File: config.mk
export PLATFORM = sky130hd
export DESIGN_NAME = watchdog_bank_unit
export DESIGN_NICKNAME = d
export VERILOG_FILES = /design/src/hdl/wdb_pkg.sv /design/src/hdl/wdb_cell.sv /design/src/hdl/watchdog_bank_unit.sv
export SDC_FILE = /design/constraint.sdc
export NUM_CORES = 1
export LEC_CHECK = 0
export BUFFER_PORTS_ARGS = -buffer_cell sky130_fd_sc_hd__clkbuf_2
export CORE_ASPECT_RATIO = 0.9
export CORE_MARGIN = 2
export CORE_UTILIZATION = 30
export CTS_CLUSTER_SIZE = 10
export DETAILED_ROUTE_END_ITERATION = 8
export GPL_TIMING_DRIVEN = 0
export PLACE_DENSITY = 0.47
export SLEW_MARGIN = 30
export SYNTH_ARGS = -nofsm -noshare
export SYNTH_HDL_FRONTEND = slang
export SYNTH_SLANG_ARGS = --single-unit
File: constraint.sdc
create_clock -name clk -period 5.19 [get_ports clk]
set_input_delay 0.2595 -clock clk [delete_from_list [all_inputs] [get_ports clk]]
set_output_delay 0.2595 -clock clk [all_outputs]
set_load 0.01 [all_outputs]
File: src/hdl/wdb_pkg.sv
package wdb_pkg;

  localparam int MAX_WATCHDOGS = 16;
  localparam int IDX_W = (MAX_WATCHDOGS > 1) ? $clog2(MAX_WATCHDOGS) : 1;
  localparam int CNT_W = $clog2(MAX_WATCHDOGS + 1);

  localparam logic [15:0] DEFAULT_RELOAD_RST = 16'd100;

  // command codes (in_tuser)
  localparam logic [1:0] CMD_REGISTER = 2'd0;
  localparam logic [1:0] CMD_FEED     = 2'd1;
  localparam logic [1:0] CMD_QUERY    = 2'd2;
  localparam logic [1:0] CMD_TICK     = 2'd3;

  // result kinds (out_tuser)
  localparam logic [2:0] KIND_REGISTERED = 3'd0;
  localparam logic [2:0] KIND_BANK_FULL  = 3'd1;
  localparam logic [2:0] KIND_FED        = 3'd2;
  localparam logic [2:0] KIND_QUERY      = 3'd3;
  localparam logic [2:0] KIND_EXPIRED    = 3'd4;
  localparam logic [2:0] KIND_DONE       = 3'd5;

  // one watchdog slot
  typedef struct packed {
    logic [15:0] cnt;
    logic [15:0] rld;
    logic [15:0] own;
    logic        hdl;
  } ent_t;

  typedef struct packed {
    logic shift;
    logic load_all;
    logic load_cnt;
  } cell_ctl_t;

endpackage

File: src/hdl/wdb_cell.sv
module wdb_cell (
  input  logic              clk,
  input  wdb_pkg::cell_ctl_t ctl,
  input  wdb_pkg::ent_t     shift_in,
  input  wdb_pkg::ent_t     load_data,
  output wdb_pkg::ent_t     ent
);
  import wdb_pkg::*;

  ent_t ent_r;

  // shift has priority; loads only happen while the ring is at rest
  always_ff @(posedge clk) begin
    if (ctl.shift) begin
      ent_r <= shift_in;
    end else if (ctl.load_all) begin
      ent_r <= load_data;
    end else if (ctl.load_cnt) begin
      ent_r.cnt <= ent_r.rld;
    end
  end

  assign ent = ent_r;

endmodule

File: src/hdl/watchdog_bank_unit.sv
// Channel | Direction | Handshake            | Payload
// in_     | request   | in_tvalid/in_tready  | tuser command, tdata slot..has_handler
// out_    | result    | out_tvalid/out_tready| tuser kind, tdata slot/owner/online, tlast
// cfg_    | write     | cfg_valid/cfg_ready  | default_reload
//
// Register, feed and query each give one result, which sits in the output register.
// A tick rotates the whole ring once round whatever the fill, then loads done into
// the output register and returns to idle; in_tready stays low until the tick is over.
// A stalled output holds the ring still, so each expiry adds the wait on out_tready.
// rst_n (synchronous) clears slot use, the FSM and default_reload (to 100).
module watchdog_bank_unit (
  input  logic        clk,
  input  logic        rst_n,
  // request channel
  input  logic        in_tvalid,
  output logic        in_tready,
  input  logic [1:0]  in_tuser,   // [1:0] command
  input  logic [55:0] in_tdata,   // [3:0] slot, [19:4] owner_tag, [35:20] reload_value,
                                  // [51:36] initial_value, [52] has_handler, rest zero
  // result channel
  output logic        out_tvalid,
  input  logic        out_tready,
  output logic [2:0]  out_tuser,  // [2:0] kind
  output logic [23:0] out_tdata,  // [3:0] result_slot, [19:4] result_owner, [20] online
  output logic        out_tlast,  // last
  // configuration
  input  logic        cfg_valid,
  output logic        cfg_ready,
  input  logic [15:0] cfg_data    // default_reload
);
  import wdb_pkg::*;

  localparam logic ST_IDLE = 1'b0;
  localparam logic ST_TICK = 1'b1;

  // request fields
  logic [1:0]  command;
  logic [3:0]  slot;
  logic [15:0] owner_tag;
  logic [15:0] reload_value;
  logic [15:0] initial_value;
  logic        has_handler;

  assign command       = in_tuser;
  assign slot          = in_tdata[3:0];
  assign owner_tag     = in_tdata[19:4];
  assign reload_value  = in_tdata[35:20];
  assign initial_value = in_tdata[51:36];
  assign has_handler   = in_tdata[52];

  logic             state_r;
  logic [CNT_W-1:0] step_r;
  logic [CNT_W-1:0] used_r;
  logic [15:0]      dflt_r;

  logic        out_valid_r;
  logic [2:0]  kind_r;
  logic [3:0]  rslot_r;
  logic [15:0] rowner_r;
  logic        online_r;
  logic        last_r;

  logic out_free;
  logic out_load;
  logic in_acc;
  logic bank_full;
  logic slot_ok;
  logic [7:0] slot8;
  logic [IDX_W-1:0] sel_idx;
  logic [IDX_W-1:0] reg_idx;

  ent_t      ents [MAX_WATCHDOGS];
  cell_ctl_t ctls [MAX_WATCHDOGS];
  ent_t      new_ent;
  ent_t      head_proc;
  logic      head_active;
  logic      head_expire;
  logic      tick_adv;
  logic [15:0] reload_eff;

  assign out_free  = !out_valid_r || out_tready;
  assign in_tready = (state_r == ST_IDLE) && out_free;
  assign in_acc    = in_tvalid && in_tready;
  assign cfg_ready = 1'b1;

  assign bank_full = (used_r == CNT_W'(MAX_WATCHDOGS));
  assign slot8     = 8'(slot);
  assign slot_ok   = slot8 < 8'(used_r);
  assign sel_idx   = slot8[IDX_W-1:0];
  assign reg_idx   = used_r[IDX_W-1:0];

  // registration: zero reload takes the default, zero initial takes the reload
  assign reload_eff   = (reload_value == 16'd0) ? dflt_r : reload_value;
  assign new_ent.cnt  = (initial_value == 16'd0) ? reload_eff : initial_value;
  assign new_ent.rld  = reload_eff;
  assign new_ent.own  = owner_tag;
  assign new_ent.hdl  = has_handler;

  // head of the ring (cell 0) holds slot step_r during a tick
  assign head_active = step_r < used_r;
  assign head_expire = head_active && (ents[0].cnt == 16'd0) && ents[0].hdl;
  assign tick_adv    = (state_r == ST_TICK) && out_free &&
                       (step_r != CNT_W'(MAX_WATCHDOGS));

  // a new result enters the output register: any non-tick request, an expiry
  // at the head, or the closing done of a tick
  assign out_load = (in_acc && (command != CMD_TICK)) ||
                    ((state_r == ST_TICK) && out_free &&
                     ((step_r == CNT_W'(MAX_WATCHDOGS)) || head_expire));

  always_comb begin
    head_proc = ents[0];
    if (head_active && ents[0].cnt != 16'd0) begin
      head_proc.cnt = ents[0].cnt - 16'd1;
    end
  end

  // ring of cells: each hands its slot to the one below, the head wraps to the tail
  genvar k;
  generate
    for (k = 0; k < MAX_WATCHDOGS; k++) begin : g_cell
      assign ctls[k].shift    = tick_adv;
      assign ctls[k].load_all = in_acc && (command == CMD_REGISTER) && !bank_full &&
                                (reg_idx == IDX_W'(k));
      assign ctls[k].load_cnt = in_acc && (command == CMD_FEED) && slot_ok &&
                                (sel_idx == IDX_W'(k));
      if (k == MAX_WATCHDOGS - 1) begin : g_tail
        wdb_cell u_cell (
          .clk       (clk),
          .ctl       (ctls[k]),
          .shift_in  (head_proc),
          .load_data (new_ent),
          .ent       (ents[k])
        );
      end else begin : g_body
        wdb_cell u_cell (
          .clk       (clk),
          .ctl       (ctls[k]),
          .shift_in  (ents[k+1]),
          .load_data (new_ent),
          .ent       (ents[k])
        );
      end
    end
  endgenerate

  always_ff @(posedge clk) begin
    if (!rst_n) begin
      state_r     <= ST_IDLE;
      step_r      <= '0;
      used_r      <= '0;
      dflt_r      <= DEFAULT_RELOAD_RST;
      out_valid_r <= 1'b0;
    end else begin
      if (cfg_valid && cfg_ready) begin
        dflt_r <= cfg_data;
      end
      if (out_load) begin
        out_valid_r <= 1'b1;
      end else if (out_tready) begin
        out_valid_r <= 1'b0;
      end
      case (state_r)
        ST_IDLE: begin
          if (in_acc) begin
            rowner_r <= 16'd0;
            last_r   <= 1'b1;
            case (command)
              CMD_REGISTER: begin
                online_r <= 1'b0;
                if (bank_full) begin
                  kind_r  <= KIND_BANK_FULL;
                  rslot_r <= 4'd0;
                end else begin
                  kind_r  <= KIND_REGISTERED;
                  rslot_r <= 4'(used_r);
                  used_r  <= used_r + CNT_W'(1);
                end
              end
              CMD_FEED: begin
                kind_r   <= KIND_FED;
                rslot_r  <= slot;
                online_r <= 1'b0;
              end
              CMD_QUERY: begin
                kind_r   <= KIND_QUERY;
                rslot_r  <= slot;
                online_r <= slot_ok && (ents[sel_idx].cnt != 16'd0);
              end
              default: begin
                state_r <= ST_TICK;
                step_r  <= '0;
              end
            endcase
          end
        end
        ST_TICK: begin
          if (out_free) begin
            if (step_r == CNT_W'(MAX_WATCHDOGS)) begin
              kind_r      <= KIND_DONE;
              rslot_r     <= 4'd0;
              rowner_r    <= 16'd0;
              online_r    <= 1'b0;
              last_r      <= 1'b1;
              state_r     <= ST_IDLE;
            end else begin
              step_r <= step_r + CNT_W'(1);
              if (head_expire) begin
                kind_r      <= KIND_EXPIRED;
                rslot_r     <= 4'(step_r);
                rowner_r    <= ents[0].own;
                online_r    <= 1'b0;
                last_r      <= 1'b0;
              end
            end
          end
        end
        default: begin
          state_r <= ST_IDLE;
        end
      endcase
    end
  end

  assign out_tvalid = out_valid_r;
  assign out_tuser  = kind_r;
  assign out_tdata  = {3'd0, online_r, rowner_r, rslot_r};
  assign out_tlast  = last_r;

endmodule

==> flow_summary.ini <==
[setup_path]
path_class = in -> reg
end_kind = flop
slowest_delay_ns = 0.97
worst-path-max-fanout = 10
cp_slowest_cell = o41ai_2
worstSetupStartpointType = input pin
path_common_cell = buf_2
crit_chain = clkbuf_1 > buf_4 > buf_2 > buf_2 > buf_2 > nand3_2 > o41ai_2 > buf_2 > buf_2
arrival_ns = 5.01
crit_required_ns = 5.60
cp-startpoint = in_tdata[0]
r2r_start = step_r[0]

[min_path]
holdCritPathClass = in -> reg
min_from = in_tdata[51]

[floorplan]
start_util_pct = 30.25
die_x_um = 375.3
core_area_mm2 = 0.1230
ios = 110
die_area_mm2 = 0.1269
rows = 122
die_height_um = 338.1

[logic_synthesis]
netlist.area_leader.share_pct = 65.28
ys_seq_elements = 837
synth_area_leaders = edfxtp_1 65%, a21o_1 11%, a22oi_1 3.4%, o21ai_0 2.3%, buf_2 1.5%
syn_area_per_cell_um2 = 13.83
ys_types = 78
synth_area_leader_cell = edfxtp_1
synth_ff_type = edfxtp_1
ys_seq_area_share_pct = 66.78
synth_cells = 2690
synth_area_mm2 = 0.03722
async_reset_ff_share_pct = 0
yosysWarningCount = 0
synth_edf_count = 809

[finish]
final_cell_mix = 809 x edfxtp_1, 531 x a21o_1, 173 x o21ai_0
final-seq-area_mm2 = 0.02485
drive_gt1_share_pct = 17.77
layout.nets = 3054
layout_commonest_cell = edfxtp_1
fin_area_mm2 = 0.04360
multi_input_area_mm2 = 0.01139
n_fill_cell = 11891
syn_to_final_growth_pct = 17.15
final_core_util_pct = 35.44

[cts]
clk_latency_ns = 0.71
htree_levels = 3
clockBufferDepth = 3
cts_made_buffers = 96
clk_transition_reported_paths_ns = 0.06
cts_tree = yes
cts_root_buf = clkbuf_16
cts_sinks = 837

[timing]
finalCritPeriodShare_pct = 88.58
setup_viol = 0
fin_crit_ns = 4.597
hold_viol_final = 0
tightestPinTransition_ns = 1.084
slew_violations = 0
fin_skew_ns = 0.03329
rsz0062_at_grt = false
max_slew_margin_pct = 27.72
fmax_mhz = 217.5
tns_ns = 0

[route]
vias = 27149
drt-initial-drc-count = 3907
ant_nets = 0
via_per_inst = 5.892
wirelength_mm = 151.9
wl_per_cell_um = 32.96
drc_errors = 0
dr.pass1.iters = 5

[place]
port_buffers = 100
placed_area_mm2 = 0.04075
hpwl_mm = 110.8
gp_congestion = 0.9341

[global_route]
grt_max_degree = 38
grt.total_usage_pct = 23.36
grt_overflow = 0
grt_pass1_vias = 26800
grt_first_pass_wirelength_mm = 209.5
antenna_found_initial = 12

[flow_run]
maxCapViolations = 0

[pwr]
p_leak_nw = 17.20
p_per_area_mw_per_mm2 = 362.4
ir_drop_mv = 0.2698

[outcome]
status = completed
## stage by stage
stage	cells	total power [mW]	hold slack (ns)	worst slack, ns
2_1_floorplan	2692	8.869	0.3877	1.598
3_3_place_gp	4404	9.616	0.4496	-2.078
3_5_place_dp	4452	9.696	0.4473	0.03794
6_report	4608	15.80	0.04646	0.5927
4_1_cts	4601	15.82	0.0008695	0.7836
5_1_grt	4601	16.21	0.04307	0.7295
## where the power goes
group	switching, mW	total, mW	internal [mW]
clock network	2.76	6.18	3.42
registers	0.182	7.97	7.79
logic	1.12	1.65	0.527
total	4.06	15.8	11.7
## synth_stat cells, types with 6 or more instances
| master | n |
|---|---|
| a21oi_2 | 6 |
| o31ai_1 | 12 |
| dfxtp_1 | 28 |
| mux2i_1 | 21 |
| nand2b_1 | 10 |
| o21ai_1 | 33 |
| and2_1 | 42 |
| a21oi_1 | 34 |
| buf_4 | 7 |
| nor2b_1 | 21 |
| o41ai_1 | 7 |
| and3_1 | 18 |
| o21a_1 | 17 |
| nor2_1 | 91 |
| inv_1 | 30 |
| nand2_1 | 42 |
| edfxtp_1 | 809 |
| nor4b_1 | 6 |
| xnor2_1 | 7 |
| a21o_1 | 531 |
| o21ai_0 | 173 |
| a221o_1 | 46 |
| buf_2 | 112 |
| a211oi_1 | 18 |
| buf_6 | 7 |
| or4_1 | 13 |
| o221ai_1 | 8 |
| nor3_1 | 36 |
| nand3_1 | 12 |
| buf_1 | 12 |
| clkbuf_1 | 115 |
| nor4_1 | 37 |
| ha_1 | 19 |
| nand4_1 | 10 |
| a22oi_1 | 168 |
| a22oi_2 | 32 |
| xor2_1 | 10 |
## cell type report
class,instances,share of cell area (%)
timing repair buffer,166,3.051
inverter,30,0.2640
clock buffer,119,5.777
tap,1612,4.626
buffer,257,2.798
clock inverter,12,0.2985
antenna,7,0.04018
sequential,837,57.01
multi-input combinational,1568,26.14
## worst paths after layout
path | depth (start not counted) | endpoint | slack (ns)
setup reg to reg | 10 | g_cell[3].g_body.u_cell.ent[29] | 1.14
hold reg to reg | 0 | out_tuser[2] | 0.46
setup / recovery | 9 | g_cell[7].g_body.u_cell.ent[44] | 0.59
hold / removal | 3 | g_cell[7].g_body.u_cell.ent[48] | 0.05
## worst max-delay path: cells and delay by family
family	cells	cell delay, ns
and+or+nand+nor	1	0.78
buffers and inverters	7	2.91
AOI/OAI and AO/OA	1	0.97
## metal layers
layer	wire length, um	GRT usage (%)
met1	63920	32.44
met2	65800	34.95
met3	16710	6.828
met4	5395	7.530
met5	41	0
## logic make-up (layout without fill, tap and decap cells)
group	count (synthesis)	after routing	share of synthesized area, %
AOI/OAI and AO/OA	1129	1129	22.17
other	2	11	0.02018
buffers and inverters	287	584	3.497
and+or+nand+nor	373	373	5.689
adders and majority gates	19	19	0.6388
DFF	837	837	66.78
xor gates and xnor gates	17	17	0.4001
muxes	26	26	0.8069
## timing repair
action                                 4_1_cts  5_1_grt
endpoints found under the hold margin       18        0
resized for setup                            0        0
setup buffers                                0        0
hold buffers                                18        0
## state kept, by name (all words and copies together) (netlist names)
name,count
dflt_r,16
g_cell.g_body.u_cell.ent,735
g_cell.g_tail.u_cell.ent,49
online_r,1
out_tlast,1
out_tuser,3
out_tvalid,1
rowner_r,16
rslot_r,4
state_r,1
step_r,5
used_r,5
Power figures use the tool's default switching activity.
